[src/rtl/uemseg_pkg.sv]
`timescale 1ns / 1ps
// ----------------------------------------------------------------------------
// UTF-16 emoji run segmenter package
// Shared constants, code point classes and the front-to-back item format.
// ----------------------------------------------------------------------------
package uemseg_pkg;

  localparam int MAX_UNITS_DEF = 65536;
  localparam int Q_DEPTH       = 2;

  localparam int CP_W = 21;

  localparam logic [15:0] HI_FIRST = 16'hD800;
  localparam logic [15:0] HI_LAST  = 16'hDBFF;
  localparam logic [15:0] LO_FIRST = 16'hDC00;
  localparam logic [15:0] LO_LAST  = 16'hDFFF;
  localparam logic [5:0]  HI_TAG   = 6'b110110;

  localparam logic [CP_W-1:0] SUPP_BASE = 21'h10000;
  localparam logic [CP_W-1:0] VS16      = 21'h0FE0F;
  localparam logic [CP_W-1:0] VS15      = 21'h0FE0E;
  localparam logic [CP_W-1:0] ZWJ       = 21'h0200D;
  localparam logic [CP_W-1:0] TONE_LO   = 21'h1F3FB;
  localparam logic [CP_W-1:0] TONE_HI   = 21'h1F3FF;

  typedef struct packed {
    logic nul;
    logic emo;
    logic join_sel;
    logic tone;
  } cp_cls_t;

  // Up to two code points per unit, plus the end-of-text flag.
  typedef struct packed {
    logic    cp0_v;
    cp_cls_t cls0;
    logic    cp1_v;
    cp_cls_t cls1;
    logic    last;
  } ent_ctl_t;

  localparam int CTL_W = $bits(ent_ctl_t);

  function automatic logic in_rng(input logic [CP_W-1:0] c, input logic [CP_W-1:0] lo,
                                  input logic [CP_W-1:0] hi);
    return (c >= lo) && (c <= hi);
  endfunction

  function automatic cp_cls_t cp_classify(input logic [CP_W-1:0] c);
    cp_cls_t r;
    r.nul  = (c == '0);
    r.emo  = in_rng(c, 21'h1F300, 21'h1F5FF) || in_rng(c, 21'h1F600, 21'h1F64F) ||
             in_rng(c, 21'h1F680, 21'h1F6FF) || in_rng(c, 21'h1F700, 21'h1F77F) ||
             in_rng(c, 21'h1F900, 21'h1F9FF) || in_rng(c, 21'h1FA70, 21'h1FAFF) ||
             in_rng(c, 21'h02600, 21'h027BF) || in_rng(c, 21'h1F1E6, 21'h1F1FF);
    r.join_sel = (c == VS16) || (c == VS15) || (c == ZWJ);
    r.tone = in_rng(c, TONE_LO, TONE_HI);
    return r;
  endfunction

endpackage

[src/rtl/uemseg_front.sv]
`timescale 1ns / 1ps
// ----------------------------------------------------------------------------
// Segmenter front end
// Pairs surrogates, tracks the unit offset and NUL, and classifies code points.
// ----------------------------------------------------------------------------
module uemseg_front #(
  parameter int MAX_UNITS = uemseg_pkg::MAX_UNITS_DEF,
  localparam int PW = $clog2(MAX_UNITS + 1)
) (
  input  logic                 clk,
  input  logic                 rst,
  input  logic                 in_valid,
  output logic                 in_ready,
  input  logic [15:0]          code_unit,
  input  logic                 last_unit,
  output logic                 q_push,
  input  logic                 q_full,
  output uemseg_pkg::ent_ctl_t q_ctl,
  output logic [PW-1:0]        q_pos0,
  output logic [PW-1:0]        q_end_pos
);

  logic          lead_pending;
  logic [9:0]    lead_bits;
  logic [PW-1:0] pos;
  logic          nul_seen;

  logic          lead_pending_next;
  logic [9:0]    lead_bits_next;
  logic          processed;
  logic          is_hi;
  logic          is_lo;
  logic [PW-1:0] pos_m1;
  logic [PW-1:0] pos_p1;
  logic          a_v;
  logic          b_v;
  logic [uemseg_pkg::CP_W-1:0] cp_a;
  logic [uemseg_pkg::CP_W-1:0] cp_b;
  logic [uemseg_pkg::CP_W-1:0] ucp;
  logic [uemseg_pkg::CP_W-1:0] lead_cp;
  logic [uemseg_pkg::CP_W-1:0] pair_cp;
  uemseg_pkg::cp_cls_t cls_a;
  uemseg_pkg::cp_cls_t cls_b;

  assign in_ready = !q_full;
  assign q_push   = in_valid && in_ready;

  assign is_hi = (code_unit >= uemseg_pkg::HI_FIRST) && (code_unit <= uemseg_pkg::HI_LAST);
  assign is_lo = (code_unit >= uemseg_pkg::LO_FIRST) && (code_unit <= uemseg_pkg::LO_LAST);

  assign processed = !nul_seen && (pos < PW'(MAX_UNITS));
  assign pos_m1    = pos - PW'(1);
  assign pos_p1    = pos + PW'(1);

  assign ucp     = {5'd0, code_unit};
  assign lead_cp = {5'd0, uemseg_pkg::HI_TAG, lead_bits};
  assign pair_cp = {1'b0, lead_bits, code_unit[9:0]} + uemseg_pkg::SUPP_BASE;

  always_comb begin
    a_v               = 1'b0;
    b_v               = 1'b0;
    cp_a              = ucp;
    cp_b              = ucp;
    q_pos0            = pos;
    lead_pending_next = lead_pending;
    lead_bits_next    = lead_bits;
    if (processed) begin
      if (lead_pending) begin
        a_v    = 1'b1;
        q_pos0 = pos_m1;
        if (is_lo) begin
          cp_a              = pair_cp;
          lead_pending_next = 1'b0;
        end else begin
          // The waiting high surrogate stands alone; the current unit follows it.
          cp_a = lead_cp;
          if (is_hi) begin
            lead_pending_next = 1'b1;
            lead_bits_next    = code_unit[9:0];
            b_v               = last_unit;
          end else begin
            lead_pending_next = 1'b0;
            b_v               = 1'b1;
          end
        end
      end else if (is_hi) begin
        lead_pending_next = 1'b1;
        lead_bits_next    = code_unit[9:0];
        a_v               = last_unit;
      end else begin
        a_v = 1'b1;
      end
    end else if (last_unit && lead_pending) begin
      a_v    = 1'b1;
      cp_a   = lead_cp;
      q_pos0 = pos_m1;
    end
  end

  assign cls_a = uemseg_pkg::cp_classify(cp_a);
  assign cls_b = uemseg_pkg::cp_classify(cp_b);

  assign q_ctl.cp0_v = a_v;
  assign q_ctl.cls0  = cls_a;
  assign q_ctl.cp1_v = b_v;
  assign q_ctl.cls1  = cls_b;
  assign q_ctl.last  = last_unit;
  assign q_end_pos   = processed ? pos_p1 : pos;

  always_ff @(posedge clk) begin
    if (rst) begin
      lead_pending <= 1'b0;
      lead_bits    <= '0;
      pos          <= '0;
      nul_seen     <= 1'b0;
    end else if (q_push) begin
      if (last_unit) begin
        lead_pending <= 1'b0;
        lead_bits    <= '0;
        pos          <= '0;
        nul_seen     <= 1'b0;
      end else begin
        lead_pending <= lead_pending_next;
        lead_bits    <= lead_bits_next;
        pos          <= q_end_pos;
        nul_seen     <= nul_seen || (a_v && cls_a.nul) || (b_v && cls_b.nul);
      end
    end
  end

endmodule

[src/rtl/uemseg_queue.sv]
`timescale 1ns / 1ps
// ----------------------------------------------------------------------------
// Segmenter item queue
// Short FIFO between the front end and the run builder.
// ----------------------------------------------------------------------------
module uemseg_queue #(
  parameter int DATA_W = uemseg_pkg::CTL_W + 2 * $clog2(uemseg_pkg::MAX_UNITS_DEF + 1)
) (
  input  logic              clk,
  input  logic              rst,
  input  logic              push,
  input  logic [DATA_W-1:0] push_data,
  output logic              full,
  input  logic              pop,
  output logic              head_valid,
  output logic [DATA_W-1:0] head_data
);

  localparam int DEPTH = uemseg_pkg::Q_DEPTH;
  localparam int AW    = $clog2(DEPTH);
  localparam int CW    = $clog2(DEPTH + 1);

  logic [DATA_W-1:0] slots [DEPTH];
  logic [AW-1:0]     wr_ptr;
  logic [AW-1:0]     rd_ptr;
  logic [CW-1:0]     count;
  logic              do_push;
  logic              do_pop;

  assign full       = (count == CW'(DEPTH));
  assign head_valid = (count != '0);
  assign head_data  = slots[rd_ptr];
  assign do_push    = push && !full;
  assign do_pop     = pop && head_valid;

  always_ff @(posedge clk) begin
    if (do_push) begin
      slots[wr_ptr] <= push_data;
    end
  end

  always_ff @(posedge clk) begin
    if (rst) begin
      wr_ptr <= '0;
      rd_ptr <= '0;
      count  <= '0;
    end else begin
      if (do_push) begin
        wr_ptr <= wr_ptr + AW'(1);
      end
      if (do_pop) begin
        rd_ptr <= rd_ptr + AW'(1);
      end
      if (do_push && !do_pop) begin
        count <= count + CW'(1);
      end else if (do_pop && !do_push) begin
        count <= count - CW'(1);
      end
    end
  end

endmodule

[src/rtl/uemseg_back.sv]
`timescale 1ns / 1ps
// ----------------------------------------------------------------------------
// Segmenter run builder
// Steps through the code points of each item, closes runs and emits results.
// ----------------------------------------------------------------------------
module uemseg_back #(
  parameter int MAX_UNITS = uemseg_pkg::MAX_UNITS_DEF,
  localparam int PW = $clog2(MAX_UNITS + 1)
) (
  input  logic                 clk,
  input  logic                 rst,
  input  logic                 q_valid,
  input  uemseg_pkg::ent_ctl_t q_ctl,
  input  logic [PW-1:0]        q_pos0,
  input  logic [PW-1:0]        q_end_pos,
  output logic                 q_pop,
  output logic                 out_valid,
  input  logic                 out_ready,
  output logic                 run_valid,
  output logic [15:0]          run_start,
  output logic [16:0]          run_length,
  output logic                 run_is_emoji,
  output logic                 final_result,
  output logic                 text_has_emoji,
  output logic                 text_emoji_only
);

  localparam logic [1:0] PH_CP0 = 2'd0;
  localparam logic [1:0] PH_CP1 = 2'd1;
  localparam logic [1:0] PH_FIN = 2'd2;

  logic [1:0]    phase;
  logic          run_open;
  logic          open_run_emoji;
  logic [PW-1:0] open_run_start;
  logic          seen_emoji;
  logic          seen_emoji_base;
  logic          saw_non_emoji;

  logic          run_open_next;
  logic          open_run_emoji_next;
  logic [PW-1:0] open_run_start_next;
  logic          seen_emoji_next;
  logic          seen_emoji_base_next;
  logic          saw_non_emoji_next;

  logic          do_cp;
  logic          do_fin;
  logic          more;
  logic [1:0]    phase_after;
  logic          step;
  logic          emit;
  logic          stays;
  logic          is_comp;
  uemseg_pkg::cp_cls_t sel_cls;
  logic [PW-1:0] sel_pos;

  logic          e_valid;
  logic [PW-1:0] e_start;
  logic [PW-1:0] e_end;
  logic          e_emoji;
  logic          e_final;
  logic          e_has;
  logic          e_only;

  assign step = q_valid && (!out_valid || out_ready);

  always_comb begin
    case (phase)
      PH_CP0: begin
        do_cp       = q_ctl.cp0_v;
        do_fin      = !q_ctl.cp0_v && q_ctl.last;
        more        = q_ctl.cp0_v && (q_ctl.cp1_v || q_ctl.last);
        phase_after = q_ctl.cp1_v ? PH_CP1 : PH_FIN;
      end
      PH_CP1: begin
        do_cp       = 1'b1;
        do_fin      = 1'b0;
        more        = q_ctl.last;
        phase_after = PH_FIN;
      end
      PH_FIN: begin
        do_cp       = 1'b0;
        do_fin      = 1'b1;
        more        = 1'b0;
        phase_after = PH_CP0;
      end
      default: begin
        do_cp       = 1'b0;
        do_fin      = 1'b0;
        more        = 1'b0;
        phase_after = PH_CP0;
      end
    endcase
  end

  assign sel_cls = (phase == PH_CP1) ? q_ctl.cls1 : q_ctl.cls0;
  assign sel_pos = (phase == PH_CP1) ? (q_pos0 + PW'(1)) : q_pos0;
  assign is_comp = sel_cls.emo || sel_cls.join_sel || sel_cls.tone;
  assign stays   = open_run_emoji ? is_comp : !sel_cls.emo;

  always_comb begin
    run_open_next        = run_open;
    open_run_emoji_next  = open_run_emoji;
    open_run_start_next  = open_run_start;
    seen_emoji_next      = seen_emoji;
    seen_emoji_base_next = seen_emoji_base;
    saw_non_emoji_next   = saw_non_emoji;
    emit    = 1'b0;
    e_valid = 1'b1;
    e_start = open_run_start;
    e_end   = sel_pos;
    e_emoji = open_run_emoji;
    e_final = 1'b0;
    e_has   = 1'b0;
    e_only  = 1'b0;
    if (do_cp) begin
      if (sel_cls.nul) begin
        emit          = run_open;
        run_open_next = 1'b0;
      end else begin
        seen_emoji_next = seen_emoji || sel_cls.emo;
        // Selectors, joiners and tones count neither as emoji base nor as text.
        if (!sel_cls.join_sel && !sel_cls.tone) begin
          seen_emoji_base_next = seen_emoji_base || sel_cls.emo;
          saw_non_emoji_next   = saw_non_emoji || !sel_cls.emo;
        end
        emit = run_open && !stays;
        if (!run_open || !stays) begin
          run_open_next       = 1'b1;
          open_run_emoji_next = sel_cls.emo;
          open_run_start_next = sel_pos;
        end
      end
    end else if (do_fin) begin
      // Close the open run as final, or send an empty final marker.
      emit    = 1'b1;
      e_valid = run_open;
      e_start = run_open ? open_run_start : '0;
      e_end   = run_open ? q_end_pos : '0;
      e_emoji = run_open && open_run_emoji;
      e_final = 1'b1;
      e_has   = seen_emoji;
      e_only  = seen_emoji_base && !saw_non_emoji;
      run_open_next        = 1'b0;
      open_run_emoji_next  = 1'b0;
      open_run_start_next  = '0;
      seen_emoji_next      = 1'b0;
      seen_emoji_base_next = 1'b0;
      saw_non_emoji_next   = 1'b0;
    end
  end

  assign q_pop = step && !more;

  always_ff @(posedge clk) begin
    if (rst) begin
      phase           <= PH_CP0;
      run_open        <= 1'b0;
      open_run_emoji  <= 1'b0;
      open_run_start  <= '0;
      seen_emoji      <= 1'b0;
      seen_emoji_base <= 1'b0;
      saw_non_emoji   <= 1'b0;
    end else if (step) begin
      phase           <= more ? phase_after : PH_CP0;
      run_open        <= run_open_next;
      open_run_emoji  <= open_run_emoji_next;
      open_run_start  <= open_run_start_next;
      seen_emoji      <= seen_emoji_next;
      seen_emoji_base <= seen_emoji_base_next;
      saw_non_emoji   <= saw_non_emoji_next;
    end
  end

  always_ff @(posedge clk) begin
    if (rst) begin
      out_valid <= 1'b0;
    end else if (step && emit) begin
      out_valid <= 1'b1;
    end else if (out_ready) begin
      out_valid <= 1'b0;
    end
  end

  always_ff @(posedge clk) begin
    if (step && emit) begin
      run_valid       <= e_valid;
      run_start       <= 16'(e_start);
      run_length      <= 17'(e_end - e_start);
      run_is_emoji    <= e_emoji;
      final_result    <= e_final;
      text_has_emoji  <= e_has;
      text_emoji_only <= e_only;
    end
  end

`ifndef SYNTHESIS
  a_marker_is_final: assert property (@(posedge clk) disable iff (rst)
    out_valid && !run_valid |-> final_result && (run_length == '0) && !run_is_emoji)
    else $error("empty marker without final flag");

  a_flags_only_final: assert property (@(posedge clk) disable iff (rst)
    out_valid && !final_result |-> !text_has_emoji && !text_emoji_only)
    else $error("text flags on a non-final result");

  a_only_implies_has: assert property (@(posedge clk) disable iff (rst)
    out_valid && text_emoji_only |-> text_has_emoji)
    else $error("emoji-only without has-emoji");

  a_mid_item_held: assert property (@(posedge clk) disable iff (rst)
    phase != PH_CP0 |-> q_valid)
    else $error("item left the queue before all its steps were done");
`endif

endmodule

[src/rtl/utf16_emoji_run_segmenter_top.sv]
`timescale 1ns / 1ps
// ----------------------------------------------------------------------------
// UTF-16 emoji run segmenter
// Decodes UTF-16 code units and splits the text into emoji and text runs.
// ----------------------------------------------------------------------------
// A result from an item's first run builder step reaches the output register once the item
//   has passed through the queue; later steps of the same item follow it in turn.
// Throughput: one code unit per cycle unless the queue is full; the run builder takes a step
//   for each code point of an item and a final step for a last unit, so the queue can fill.
// A two-item queue lets input keep flowing while the output register is stalled.
// Reset: synchronous, active high; clears all decode and run state, no clearing pass.
module utf16_emoji_run_segmenter_top #(
  parameter int MAX_UNITS = uemseg_pkg::MAX_UNITS_DEF
) (
  input  logic        clk,
  input  logic        rst,
  input  logic        in_valid,
  output logic        in_ready,
  input  logic [15:0] code_unit,
  input  logic        last_unit,
  output logic        out_valid,
  input  logic        out_ready,
  output logic        run_valid,
  output logic [15:0] run_start,
  output logic [16:0] run_length,
  output logic        run_is_emoji,
  output logic        final_result,
  output logic        text_has_emoji,
  output logic        text_emoji_only
);

  localparam int PW     = $clog2(MAX_UNITS + 1);
  localparam int DATA_W = uemseg_pkg::CTL_W + 2 * PW;

  logic                 f_push;
  logic                 q_full;
  uemseg_pkg::ent_ctl_t f_ctl;
  logic [PW-1:0]        f_pos0;
  logic [PW-1:0]        f_end_pos;
  logic                 q_valid;
  logic                 q_pop;
  logic [DATA_W-1:0]    q_data;
  uemseg_pkg::ent_ctl_t b_ctl;
  logic [PW-1:0]        b_pos0;
  logic [PW-1:0]        b_end_pos;

  uemseg_front #(
    .MAX_UNITS(MAX_UNITS)
  ) u_front (
    .clk       (clk),
    .rst       (rst),
    .in_valid  (in_valid),
    .in_ready  (in_ready),
    .code_unit (code_unit),
    .last_unit (last_unit),
    .q_push    (f_push),
    .q_full    (q_full),
    .q_ctl     (f_ctl),
    .q_pos0    (f_pos0),
    .q_end_pos (f_end_pos)
  );

  uemseg_queue #(
    .DATA_W(DATA_W)
  ) u_queue (
    .clk        (clk),
    .rst        (rst),
    .push       (f_push),
    .push_data  ({f_ctl, f_pos0, f_end_pos}),
    .full       (q_full),
    .pop        (q_pop),
    .head_valid (q_valid),
    .head_data  (q_data)
  );

  assign {b_ctl, b_pos0, b_end_pos} = q_data;

  uemseg_back #(
    .MAX_UNITS(MAX_UNITS)
  ) u_back (
    .clk             (clk),
    .rst             (rst),
    .q_valid         (q_valid),
    .q_ctl           (b_ctl),
    .q_pos0          (b_pos0),
    .q_end_pos       (b_end_pos),
    .q_pop           (q_pop),
    .out_valid       (out_valid),
    .out_ready       (out_ready),
    .run_valid       (run_valid),
    .run_start       (run_start),
    .run_length      (run_length),
    .run_is_emoji    (run_is_emoji),
    .final_result    (final_result),
    .text_has_emoji  (text_has_emoji),
    .text_emoji_only (text_emoji_only)
  );

endmodule
[config.mk]
export PLATFORM = sky130hd
export DESIGN_NAME = utf16_emoji_run_segmenter_top
export DESIGN_NICKNAME = d
export VERILOG_FILES = /design/src/rtl/uemseg_pkg.sv /design/src/rtl/uemseg_front.sv /design/src/rtl/uemseg_queue.sv /design/src/rtl/uemseg_back.sv /design/src/rtl/utf16_emoji_run_segmenter_top.sv
export SDC_FILE = /design/constraint.sdc
export NUM_CORES = 1
export LEC_CHECK = 0
export ABC_CLOCK_PERIOD_IN_PS = 4160
export BUFFER_PORTS_ARGS = -buffer_cell sky130_fd_sc_hd__buf_2
export CORE_MARGIN = 5
export CORE_UTILIZATION = 50
export CTS_BUF_LIST = sky130_fd_sc_hd__clkbuf_16
export DETAILED_ROUTE_END_ITERATION = 6
export GPL_ROUTABILITY_DRIVEN = 0
export PLACE_DENSITY = 0.81
export REMOVE_ABC_BUFFERS = 1
export SLEW_MARGIN = 0
export SYNTH_ARGS = -nofsm -noshare
export SYNTH_HDL_FRONTEND = slang
export SYNTH_SLANG_ARGS = --single-unit
[constraint.sdc]
create_clock -name clk -period 4.16 [get_ports clk]
set_input_delay 1.248 -clock clk [delete_from_list [all_inputs] [get_ports clk]]
set_output_delay 1.248 -clock clk [all_outputs]
set_load 0.005 [all_outputs]
**Yosys cells after proc, flatten, opt, wreduce, memory -nomap -nowiden**

Memories as Yosys holds them, arrays and structs flattened. A register that Yosys moved wholly into a read port is not among the register bits.
Index checks and enable logic that the tools add are counted.

- Bits in registers: 96
- Latch bits: 0
- Bits in writable memories: 90
- Bits in read-only memories: 0
- Input bits: 21
- Output and inout port bits: 40
- Logic and storage cells: 256
- Memories kept: 1

- $add $sub $neg: 9
- Multipliers: 0
- Div/mod/pow operators: 0
- Magnitude comparators: 41
- Equal/unequal tests: 14
- Shifts and indexed selects: 0
- Mux-type cells: 74
- Bitwise operators: 1
- Reduce and logical (&&, ||, !) cells: 94

Memories:

| name | words | bits a word | rd ports | clocked after memory_dff | write ports | line | source |
|---|---|---|---|---|---|---|---|
| u_queue.slots | 2 | 45 | 1 | 1 | 1 | uemseg_queue.sv:23 | `logic [DATA_W-1:0] slots [DEPTH];` |

Operators with widths:

| cell | number |
|---|---|
| 17-bit 2-to-1 mux | 16 |
| 21-bit by 17-bit >= comparator with 1-bit output (second input constant) | 8 |
| 21-bit by 17-bit <= comparator with 1-bit output (second input constant) | 8 |
| 16-bit by 17-bit >= comparator with 1-bit output (second input constant) | 8 |
| 16-bit by 17-bit <= comparator with 1-bit output (second input constant) | 8 |
| 21-bit 2-to-1 mux | 3 |
| 10-bit 2-to-1 mux | 5 |
| 21-bit by 16-bit == test with 1-bit output (second input constant) | 2 |
| 21-bit logical NOT | 2 |
| 1-bit 2-to-1 mux | 40 |
| 1-bit logical AND | 38 |
| 17-bit by 1-bit adder with 17-bit output (second input constant) | 2 |
| 16-bit == test (second input constant) | 2 |
| 16-bit >= comparator (second input constant) | 2 |
| 16-bit <= comparator (second input constant) | 2 |
| 1-bit logical OR | 28 |
| 20-bit by 17-bit adder with 21-bit output (second input constant) | 1 |
| 21-bit by 14-bit == test with 1-bit output (second input constant) | 1 |
| 21-bit by 14-bit >= comparator with 1-bit output (second input constant) | 1 |
| 21-bit by 14-bit <= comparator with 1-bit output (second input constant) | 1 |
| 17-bit less-than comparator (second input constant) | 1 |
| 17-bit by 1-bit subtractor with 17-bit output (second input constant) | 1 |
| 17-bit subtractor | 1 |
| 16-bit by 14-bit == test with 1-bit output (second input constant) | 1 |
| 22 further kinds | 51 |

**Logic depth before layout (Yosys ltp)**

Gate-level depths: netlist of the first run.

- Word-level depth: 14
- Mapped depth: 19
- Depth with buffers taken out: 17

**By module**

From an unflattened synthesis of the first run, not the netlist that was laid out.

- Cell total of the unflattened synthesis: 994
- Area total of the unflattened synthesis: 10226.1 µm²

Modules (own cells, without submodules):

| module | instances | cells an instance | area an instance (µm²) | sequential area each (µm²) |
|---|---|---|---|---|
| uemseg_back | 1 | 375 | 3633.5 | 1641.6 |
| uemseg_queue | 1 | 165 | 3464.6 | 2802.7 |
| uemseg_front | 1 | 454 | 3128.0 | 580.6 |

**Worst setup path after synthesis of the first run**

OpenSTA, ideal clock, no wires.

- Path kind: register -> register
- From: reg (tool-made name)
- To: reg u_back.run_length[16], data pin
- Setup time: 0.259 ns
- Data arrival time: 3.868 ns
- Data required time: 3.901 ns
- Setup slack: 0.033 ns
- Cell stages (with the launch flop): 18
- Buffers on the path: 5
- Period minus slack after synthesis: 4.127 ns
- Cell sequence: dfxtp_1 -> buf_4 -> buf_2 -> buf_4 -> clkbuf_1 -> clkbuf_1 -> mux2_2 -> nand3_1 -> nand2_1 -> ha_1 -> nor2b_1 -> o31a_1 -> o211ai_1 -> a21oi_1 -> o31ai_1 -> o21ai_0 -> a21oi_1 -> xnor2_1

RTL lines:

| what | line | source |
|---|---|---|
| end signal: assignment | uemseg_back.sv:190 | `run_length <= 17'(e_end - e_start);` |
| end: declaration | uemseg_back.sv:21 | `output logic [16:0] run_length,` |

==> results.sh, run 1 <==
export IMPL_status="complete, no violations"
export IMPL_synth_ff_type="edfxtp_1"
export IMPL_cts_htree_levels=4
export IMPL_drt_met1_wl_um=9150
export IMPL_synthMostInstantiatedCell="edfxtp_1"
export IMPL_finalHoldViolCount=0
export IMPL_synth_cell_types=77
export IMPL_combPwrFrac=0.329
export IMPL_fin_crit_sh=0.941
export IMPL_rr_worst_depth=16
export IMPL_whs_ns=0.466
export IMPL_cts_buffers=17
export IMPL_antenna_found_initial=0
export IMPL_postCtsResizedCells=0
export IMPL_firstDrtPassIters=5
export IMPL_drv_cap=0
export IMPL_wl_met3_um=1290
export IMPL_rows=51
export IMPL_avgSynthCellArea_um2=10.3
export IMPL_core_area_mm2=0.0195
export IMPL_synth_top_cell_by_area="edfxtp_1"
export IMPL_synth_seq_cells=185
export IMPL_die_h_um=151
export IMPL_yosys_top_cells_count="edfxtp_1 (126), nor2_1 (102), nand2_1 (85), dfxtp_1 (59), a21oi_1 (51)"
export IMPL_clkTransAtPathRegs_ns=0.06
export IMPL_cts_root_buf="clkbuf_16"
export IMPL_viasPerCell=5.66
export IMPL_clock_power_share=0.251
export IMPL_synth_top_area_share=0.382
export IMPL_clock_sinks=185
export IMPL_netSwitchingPower_mw=1.92
export IMPL_r2r_end="u_back.run_length[16]"
export IMPL_drive_above_1_share=0.150
export IMPL_worstHoldStart="u_back.seen_emoji_base"
export IMPL_rrSetupSlack_ns=0.25
export IMPL_worst_slack_ns=0.247
export IMPL_io_pins=61
export IMPL_drt_iter0_drc=683
export IMPL_leakage_nw=4.20
export IMPL_worst_pin_slew_ns=1.30
export IMPL_top_layer_used="met4"
export IMPL_port_buffer_count=60
export IMPL_wl_met2_um=9410
export IMPL_place_inst=1250
export IMPL_synth_warnings=0
export IMPL_dp_hpwl_um=14600
export IMPL_seqPwrFrac=0.421
export IMPL_cts_hold_buf=0
export IMPL_clk_latency_ns=0.43
export IMPL_die_area_mm2=0.0227
export IMPL_antenna_cells=0
export IMPL_synth_seq_area_share=0.501
export IMPL_final_cells=1282
export IMPL_power_mw=5.92
export IMPL_cp_data_required_time_ns=4.34
export IMPL_hold_depth=2
export IMPL_cts_tree="done"
export IMPL_clock_path_buffers=2
export IMPL_die_width_um=151
export IMPL_switching_share=0.325
export IMPL_synth_area_leaders="edfxtp_1 (38%), dfxtp_1 (12%), nor2_1 (3.9%), nand2_1 (3.2%), a22oi_1 (3.1%)"
export IMPL_grt_max_degree=45
export IMPL_worstPathMaxFanout=7
export IMPL_crit_chain="mux2i_1 > nor2_1 > or3_1 > inv_2 > nand2b_1 > and2_1 > ha_1 > fa_1 > nor2b_1 > o31a_1 > o211ai_1 > a21oi_1 > o31ai_2 > o21ai_0 > a21oi_1 > xnor2_1"
export IMPL_netlist_area_mm2=0.00991
export IMPL_ant_nets=0
export IMPL_grt_pass1_wl_um=34000
export IMPL_power_internal_mw=4.00
export IMPL_fin_skew_ns=0.0101
export IMPL_wl_per_cell_um=15.9
export IMPL_max_stage_delay_ns=0.45
export IMPL_drc_errors=0
export IMPL_min_to="u_back.seen_emoji_base"
export IMPL_post_cts_setup_buffers=0
export IMPL_track_usage=0.187
export IMPL_n_fill_cell=1609
export IMPL_grt_overflow=0
export IMPL_peakVddDrop_mv=0.311
export IMPL_max_freq_mhz=256
export IMPL_dp_worst_setup_slack_ns=0.184
export IMPL_crit_top_cell="a21oi_1"
export IMPL_vias=7258
export IMPL_setup_viol=0
export IMPL_slowest_stage="or3_1"
export IMPL_slew_viol_final=0
export IMPL_start_kind="flop"
export IMPL_finalCriticalPeriod_ns=3.91
export IMPL_critPathKind="flop to flop"
export IMPL_end_kind="flop"
export IMPL_wirelength_um=20400
export IMPL_slew_limit_headroom=0.126
export IMPL_arrival_ns=4.09
export IMPL_initial_core_util=0.509
export IMPL_syn2layout_area_growth_pct=10.0
export IMPL_grt_pass1_vias=6789
export IMPL_syn_inst=966
export IMPL_worstHoldPathType="flop to flop"
export IMPL_synth_edff_count=126
export IMPL_synthArstFlopShare=0
export IMPL_fin_nets=1047
export IMPL_power_density_mw_per_mm2=543
flip-flops by register name (all words and copies together) (netlist names), 2 cells and up, named ones only:
name	cells
u_queue.slots	88
u_front.lead_bits	10
u_back.run_start	16
u_back.phase	2
u_back.open_run_start	17
u_back.run_length	17
u_queue.count	2
u_front.pos	17
cell type report:
cell class / instances / area (um2) / area share
flip-flops and latches: 185 / 4970 / 0.455
multi-input cells: 682 / 4460 / 0.409
repair buffers: 80 / 467 / 0.0428
clock buffers: 17 / 425 / 0.0390
well taps: 265 / 332 / 0.0304
inverters: 38 / 143 / 0.0131
clock inverters: 15 / 115 / 0.0106
placed cells by master (no fill, tap or decap), types with 7 or more instances in the layout:
cell and count:
dfxtp_1 58, buf_2 60, mux2i_1 27, and2_1 9, o21ai_1 7, inv_1 41, clkbuf_16 17, nand3_1 39
xnor2_1 34, a21oi_1 51, buf_4 18, or3_1 8, nand4_1 9, nand2_1 85, ha_1 21, nor2b_1 8
mux2_2 17, xor2_1 34, and3_1 11, o21ai_0 22, nor2_1 101, a22oi_1 41, a21o_1 10, nor3_1 24
nor4_1 10, nand2b_1 9, edfxtp_1 126
per-stage QoR:
step	setup TNS, ns	utilization	cell area (um2)
final	0	0.560	10900
after floorplan	-14.01	-	9540
after global routing	-0.0241	0.560	10900
after global placement	0	0.531	10300
after detailed placement	0	0.531	10300
after CTS	0	0.559	10900
power by group through the flow:
stage / logic (mW) / registers [mW] / clock network, mW
final: 1.95 / 2.49 / 1.48
after global placement: 1.87 / 2.52 / 0
after floorplan: 1.38 / 2.56 / 0
after CTS: 1.93 / 2.49 / 1.50
after detailed placement: 1.91 / 2.53 / 0
after global routing: 2.20 / 2.52 / 1.60
kinds of logic after synthesis:
logic type	Yosys count	synth area share
simple gates	352	0.174
compound gates	190	0.128
flops	185	0.501
buf+inv	99	0.0522
xor+xnor	68	0.0601
mux	50	0.0567
fa+ha+maj	22	0.0285
worst max path at each step:
stage,startpoint,end,slack (ns)
after detailed placement,flop,u_back.run_length[16],0.18
after floorplan,flop,u_back.run_length[16],-1.35
after CTS,flop,u_back.run_length[16],0.17
after global routing,flop,u_back.run_length[14],-0.02
after global placement,code_unit[13],u_queue.slots[0][42],0.33
final,flop,u_back.run_length[16],0.25
critical path: cells and delay by family (launching register included):
family / cells / cell delay [ns]
buffers and inverters: 1 / 0.15
xor gates and xnor gates: 1 / 0.12
adders and majority gates: 2 / 0.63
and+or+nand+nor: 5 / 1.01
muxes: 1 / 0.29
DFF: 1 / 0.43
AOI/OAI and AO/OA: 6 / 1.03
routing by layer:
layer	track usage	vias to the layer above
li1	-	3583
met1	0.260	3375
met2	0.291	264
met3	0.0359	36
met4	0.0675	0
met5	0	-
Note: power is estimated with default switching activity, not from simulation.
==> inputs of run 2 (changes only) <==
--- a/config.mk
+++ b/config.mk
@@ -8,11 +8,11 @@
 export ABC_CLOCK_PERIOD_IN_PS = 4160
 export BUFFER_PORTS_ARGS = -buffer_cell sky130_fd_sc_hd__buf_2
 export CORE_MARGIN = 5
-export CORE_UTILIZATION = 50
+export CORE_UTILIZATION = 30
 export CTS_BUF_LIST = sky130_fd_sc_hd__clkbuf_16
 export DETAILED_ROUTE_END_ITERATION = 6
 export GPL_ROUTABILITY_DRIVEN = 0
-export PLACE_DENSITY = 0.81
+export PLACE_DENSITY = 0.58
 export REMOVE_ABC_BUFFERS = 1
 export SLEW_MARGIN = 0
 export SYNTH_ARGS = -nofsm -noshare
==> results.sh, run 2 (synthesis results as in run 1) <==
export IMPL_fin_crit_sh=0.925
export IMPL_slowest_stage="fa_1"
export IMPL_critPathTopFamily="compound AO/OA/AOI/OAI gates"
export IMPL_io_pins=61
export IMPL_viasPerCell=4.93
export IMPL_syn2layout_area_growth_pct=12.7
export IMPL_n_fill_cell=3278
export IMPL_clock_power_share=0.260
export IMPL_drc_errors=0
export IMPL_track_usage=0.122
export IMPL_die_area_mm2=0.0368
export IMPL_grt_pass1_vias=6863
export IMPL_antenna_found_initial=0
export IMPL_end_kind="flop"
export IMPL_clock_sinks=185
export IMPL_drive_above_1_share=0.157
export IMPL_cp_data_required_time_ns=4.35
export IMPL_drv_cap=0
export IMPL_whs_ns=0.473
export IMPL_initial_core_util=0.304
export IMPL_fin_nets=1052
export IMPL_max_stage_delay_ns=0.46
export IMPL_clkTransAtPathRegs_ns=0.07
export IMPL_multi_input_area_mm2=0.00445
export IMPL_cts_htree_levels=4
export IMPL_largest_reg_flops=88
export IMPL_status="complete, no violations"
export IMPL_crit_chain="mux2i_2 > nor2_1 > or3_1 > inv_2 > nand2b_1 > buf_4 > nand2_1 > inv_1 > fa_1 > nor2b_1 > o31a_1 > o211ai_1 > a21oi_1 > o31ai_1 > buf_4 > o21ai_0 > a21oi_1 > xnor2_1"
export IMPL_die_h_um=192
export IMPL_rsz0062_at_grt="no"
export IMPL_fin_skew_ns=0.0115
export IMPL_tns_ns=0
export IMPL_grt_overflow=0
export IMPL_worstPathMaxFanout=17
export IMPL_wirelength_um=22100
export IMPL_clk_latency_ns=0.44
export IMPL_top_usage_layer="met2"
export IMPL_cts_root_buf="clkbuf_16"
export IMPL_setup_viol=0
export IMPL_core_area_mm2=0.0326
export IMPL_wl_per_cell_um=15.1
export IMPL_clock_path_buffers=2
export IMPL_use_met1=0.172
export IMPL_grt_use_met2=0.192
export IMPL_grt_util_met3=0.0229
export IMPL_port_buffer_count=60
export IMPL_worstHoldPathType="flop to flop"
export IMPL_vias=7221
export IMPL_power_density_mw_per_mm2=540
export IMPL_die_width_um=192
export IMPL_finalHoldViolCount=0
export IMPL_rows=66
export IMPL_slew_limit_headroom=0.169
export IMPL_power_mw=6.03
export IMPL_drt_iter0_drc=627
export IMPL_grt_max_degree=45
export IMPL_worstHoldStart="u_back.seen_emoji"
export IMPL_dp_hpwl_um=16200
export IMPL_worst_pin_slew_ns=1.24
export IMPL_peakVddDrop_mv=0.285
export IMPL_cts_tree="done"
export IMPL_antenna_cells=0
export IMPL_path_buf_inv=4
export IMPL_netSwitchingPower_mw=2.01
export IMPL_firstDrtPassIters=5
export IMPL_power_internal_mw=4.02
export IMPL_ant_nets=0
export IMPL_combPwrFrac=0.327
export IMPL_slew_viol_final=0
export IMPL_layout_commonest_cell="edfxtp_1"
export IMPL_leakage_nw=4.22
export IMPL_worst_slack_ns=0.313
export IMPL_place_inst=1432
export IMPL_switching_share=0.333
export IMPL_finalCriticalPeriod_ns=3.85
export IMPL_seqCellArea_mm2=0.00497
export IMPL_dp_worst_setup_slack_ns=0.211
export IMPL_final_cell_mix="edfxtp_1 (126), nor2_1 (101), nand2_1 (85)"
export IMPL_largest_register="u_queue.slots"
export IMPL_seqPwrFrac=0.413
export IMPL_start_kind="flop"
export IMPL_max_freq_mhz=260
export IMPL_critPathKind="flop to flop"
export IMPL_grt_pass1_wl_um=36300
export IMPL_cts_buffers=17
export IMPL_final_cells=1464
export IMPL_arrival_ns=4.04
run 2: cell count changes in the layout (fill, tap and decap cells not counted), sizes merged:
cell / change
bufinv: -1
clkbuf: +1
buf: +5
run 2: path summary, 6_finish.rpt:
| path | to | slack [ns] | cells after the start |
|---|---|---|---|
| worst max-delay path | u_back.run_length[16] | 0.31 | 18 |
| worst min-delay path | u_back.seen_emoji | 0.47 | 2 |
| worst max register to register | u_back.run_length[16] | 0.31 | 18 |
| worst min register to register | u_back.seen_emoji | 0.47 | 2 |
run 2: stage by stage:
stage / util / cell area [um2]
2_1_floorplan: - / 9540
3_3_place_gp: 0.325 / 10600
3_5_place_dp: 0.325 / 10600
4_1_cts: 0.342 / 11200
5_1_grt: 0.343 / 11200
6_report: 0.343 / 11200
run 2: worst min-delay path, stage by stage, from the launching register on:
cell and delay [ns]:
dfxtp_1 0.33, a21oi_1 0.04, nor2_1 0.07
run 2: routing by layer:
metal / share of wire / vias to the layer above
met5: 0 / -
met1: 0.49 / 3419
met2: 0.45 / 183
li1: - / 3605
met4: 0.014 / 0
met3: 0.045 / 14
run 2: timing repair:
item,CTS,global route
hold buffers,0,0
resized for setup,0,4
endpoints found under the setup margin,0,3
buffers inserted,0,0
run 2: area by class of cell:
type | instances | area share
Timing Repair Buffer | 85 | 0.0448
Sequential cell | 185 | 0.444
Tap cell | 442 | 0.0495
Multi-Input combinational cell | 682 | 0.398
Clock inverter | 14 | 0.0104
Inverter | 38 | 0.0128
Clock buffer | 18 | 0.0403
run 2: power by group through the flow:
stage / logic (mW) / clock network, mW / registers [mW]
floorplan: 1.38 / 0 / 2.56
global placement: 1.96 / 0 / 2.53
detailed placement: 1.98 / 0 / 2.53
CTS: 1.99 / 1.61 / 2.49
global route: 2.23 / 1.70 / 2.52
finish: 1.97 / 1.57 / 2.49
==> inputs of run 3 (changes only) <==
--- a/config.mk
+++ b/config.mk
@@ -5,14 +5,14 @@
 export SDC_FILE = /design/constraint.sdc
 export NUM_CORES = 1
 export LEC_CHECK = 0
-export ABC_CLOCK_PERIOD_IN_PS = 4160
+export ABC_CLOCK_PERIOD_IN_PS = 4900
 export BUFFER_PORTS_ARGS = -buffer_cell sky130_fd_sc_hd__buf_2
 export CORE_MARGIN = 5
-export CORE_UTILIZATION = 30
+export CORE_UTILIZATION = 40
 export CTS_BUF_LIST = sky130_fd_sc_hd__clkbuf_16
 export DETAILED_ROUTE_END_ITERATION = 6
 export GPL_ROUTABILITY_DRIVEN = 0
-export PLACE_DENSITY = 0.58
+export PLACE_DENSITY = 0.67
 export REMOVE_ABC_BUFFERS = 1
 export SLEW_MARGIN = 0
 export SYNTH_ARGS = -nofsm -noshare
==> constraint.sdc (replaced) <==
create_clock -name clk -period 4.9 [get_ports clk]
set_input_delay 1.47 -clock clk [delete_from_list [all_inputs] [get_ports clk]]
set_output_delay 1.47 -clock clk [all_outputs]
set_load 0.005 [all_outputs]
==> results.sh, run 3 (synthesis results as in run 1) <==
export IMPL_post_cts_setup_buffers=0
export IMPL_finalCriticalPeriod_ns=4.27
export IMPL_power_internal_mw=3.35
export IMPL_slew_limit_headroom=0.160
export IMPL_antenna_cells=0
export IMPL_dp_hpwl_um=15100
export IMPL_worstHoldStart="u_back.seen_emoji_base"
export IMPL_leakage_nw=4.16
export IMPL_crit_chain="mux2i_1 > inv_1 > ha_1 > o21ai_0 > inv_1 > a21oi_1 > inv_1 > ha_1 > nor2b_1 > o21a_1 > o21ai_0 > a211oi_1 > o311ai_0 > o21ai_0 > xor2_1"
export IMPL_final_cells=1334
export IMPL_largest_register="u_queue.slots"
export IMPL_cts_tree="done"
export IMPL_rrSetupSlack_ns=0.63
export IMPL_wirelength_um=20600
export IMPL_vias=7106
export IMPL_viasPerCell=5.33
export IMPL_drive_above_1_share=0.145
export IMPL_drt_iter0_drc=579
export IMPL_postCtsResizedCells=0
export IMPL_place_inst=1302
export IMPL_slowest_stage="dfxtp_2"
export IMPL_io_pins=61
export IMPL_ant_nets=0
export IMPL_rr_worst_depth=15
export IMPL_max_freq_mhz=234
export IMPL_slew_viol_final=0
export IMPL_clkTransAtPathRegs_ns=0.07
export IMPL_core_area_mm2=0.0244
export IMPL_port_buffer_count=60
export IMPL_grt_overflow=0
export IMPL_rsz0062_at_grt="no"
export IMPL_clk_latency_ns=0.43
export IMPL_end_kind="flop"
export IMPL_start_kind="flop"
export IMPL_largest_reg_flops=88
export IMPL_worst_pin_slew_ns=1.25
export IMPL_hold_depth=2
export IMPL_peakVddDrop_mv=0.248
export IMPL_syn2layout_area_growth_pct=10.1
export IMPL_fin_crit_sh=0.871
export IMPL_critPathKind="flop to flop"
export IMPL_firstDrtPassIters=7
export IMPL_cts_buffers=17
export IMPL_min_to="u_back.seen_emoji_base"
export IMPL_seqPwrFrac=0.425
export IMPL_track_usage=0.149
export IMPL_cts_htree_levels=4
export IMPL_grt_max_degree=45
export IMPL_drv_cap=0
export IMPL_rows=57
export IMPL_r2r_end="u_back.run_length[15]"
export IMPL_arrival_ns=4.45
export IMPL_worstHoldPathType="flop to flop"
export IMPL_switching_share=0.332
export IMPL_fin_skew_ns=0.0127
export IMPL_worstPathMaxFanout=13
export IMPL_die_width_um=167
export IMPL_clock_sinks=185
export IMPL_clock_path_buffers=2
export IMPL_clock_power_share=0.259
export IMPL_power_density_mw_per_mm2=460
export IMPL_finalHoldViolCount=0
export IMPL_power_mw=5.02
export IMPL_die_area_mm2=0.0280
export IMPL_max_stage_delay_ns=0.54
export IMPL_status="complete, no violations"
export IMPL_grt_pass1_wl_um=34600
export IMPL_netSwitchingPower_mw=1.67
export IMPL_drc_errors=0
export IMPL_cp_data_required_time_ns=5.08
export IMPL_grt_pass1_vias=6738
export IMPL_fin_nets=1040
export IMPL_antenna_found_initial=0
export IMPL_combPwrFrac=0.316
export IMPL_cts_hold_buf=0
export IMPL_setup_viol=0
export IMPL_wl_per_cell_um=15.4
export IMPL_layout_commonest_cell="edfxtp_1"
export IMPL_die_h_um=167
export IMPL_initial_core_util=0.406
export IMPL_cts_root_buf="clkbuf_16"
export IMPL_final_cell_mix="edfxtp_1 (126), nor2_1 (101), nand2_1 (85)"
run 3: cell count changes in the layout (fill, tap and decap cells not counted), sizes merged:
cell      delta
clkinvlp     -2
clkinv       +2
inv          +1
buf         -12
clkbuf       -1
run 3: area by class of cell:
cell class,instances,area (um2)
Timing Repair Buffer,73,398
Fill cell,2320,13500
Inverter,38,143
Sequential cell,185,4970
Clock buffer,17,425
Tap cell,324,405
Multi-Input combinational cell,682,4440
Clock inverter,15,139
run 3: power groups by stage:
stage | sequential (mW) | combinational [mW] | clock [mW]
6_report | 2.14 | 1.59 | 1.30
3_3_place_gp | 2.16 | 1.56 | 0
3_5_place_dp | 2.17 | 1.59 | 0
5_1_grt | 2.17 | 1.80 | 1.41
4_1_cts | 2.14 | 1.59 | 1.33
2_1_floorplan | 2.17 | 1.17 | 0
run 3: worst max path at each step:
stage	to	start	slack (ns)	cells past startpoint
2_1_floorplan	u_back.run_length[16]	flop	-0.61	16
3_3_place_gp	u_queue.slots[0][42]	code_unit[10]	0.51	8
3_5_place_dp	u_queue.slots[1][42]	code_unit[10]	0.46	8
4_1_cts	u_back.run_length[15]	flop	0.61	15
5_1_grt	u_back.run_length[15]	flop	0.24	15
6_report	u_back.run_length[15]	flop	0.63	15
run 3: worst max-delay path, delay by kind of cell, from the launching register on:
family	cells	cell delay, ns
multiplexers	1	0.42
adder cells (fa/ha/maj)	2	0.56
buffers and inverters	3	0.26
flip-flops	1	0.54
AND/OR/NAND/NOR	1	0.12
XOR/XNOR	1	0.17
AO/OA/AOI/OAI	7	1.96
run 3: metal layers:
metal  up-vias  GRT usage  wire length (um)
li1       3583          -                 -
met1      3311      0.205              9620
met2       184      0.239              9620
met3        28     0.0309              1120
met4         0     0.0388               240
met5         -          0                 0
run 3: metrics by stage:
stage	area [um2]	hold WS, ns	worst slack, ns	TNS, ns	utilization
finish	10900	0.476	0.632	0	0.448
global route	10900	0.510	0.238	0	0.448
CTS	10900	0.474	0.613	0	0.448
detailed placement	10400	0.451	0.464	0	0.424
global placement	10400	0.446	0.512	0	0.424
floorplan	9540	0.429	-0.615	-3.27	-
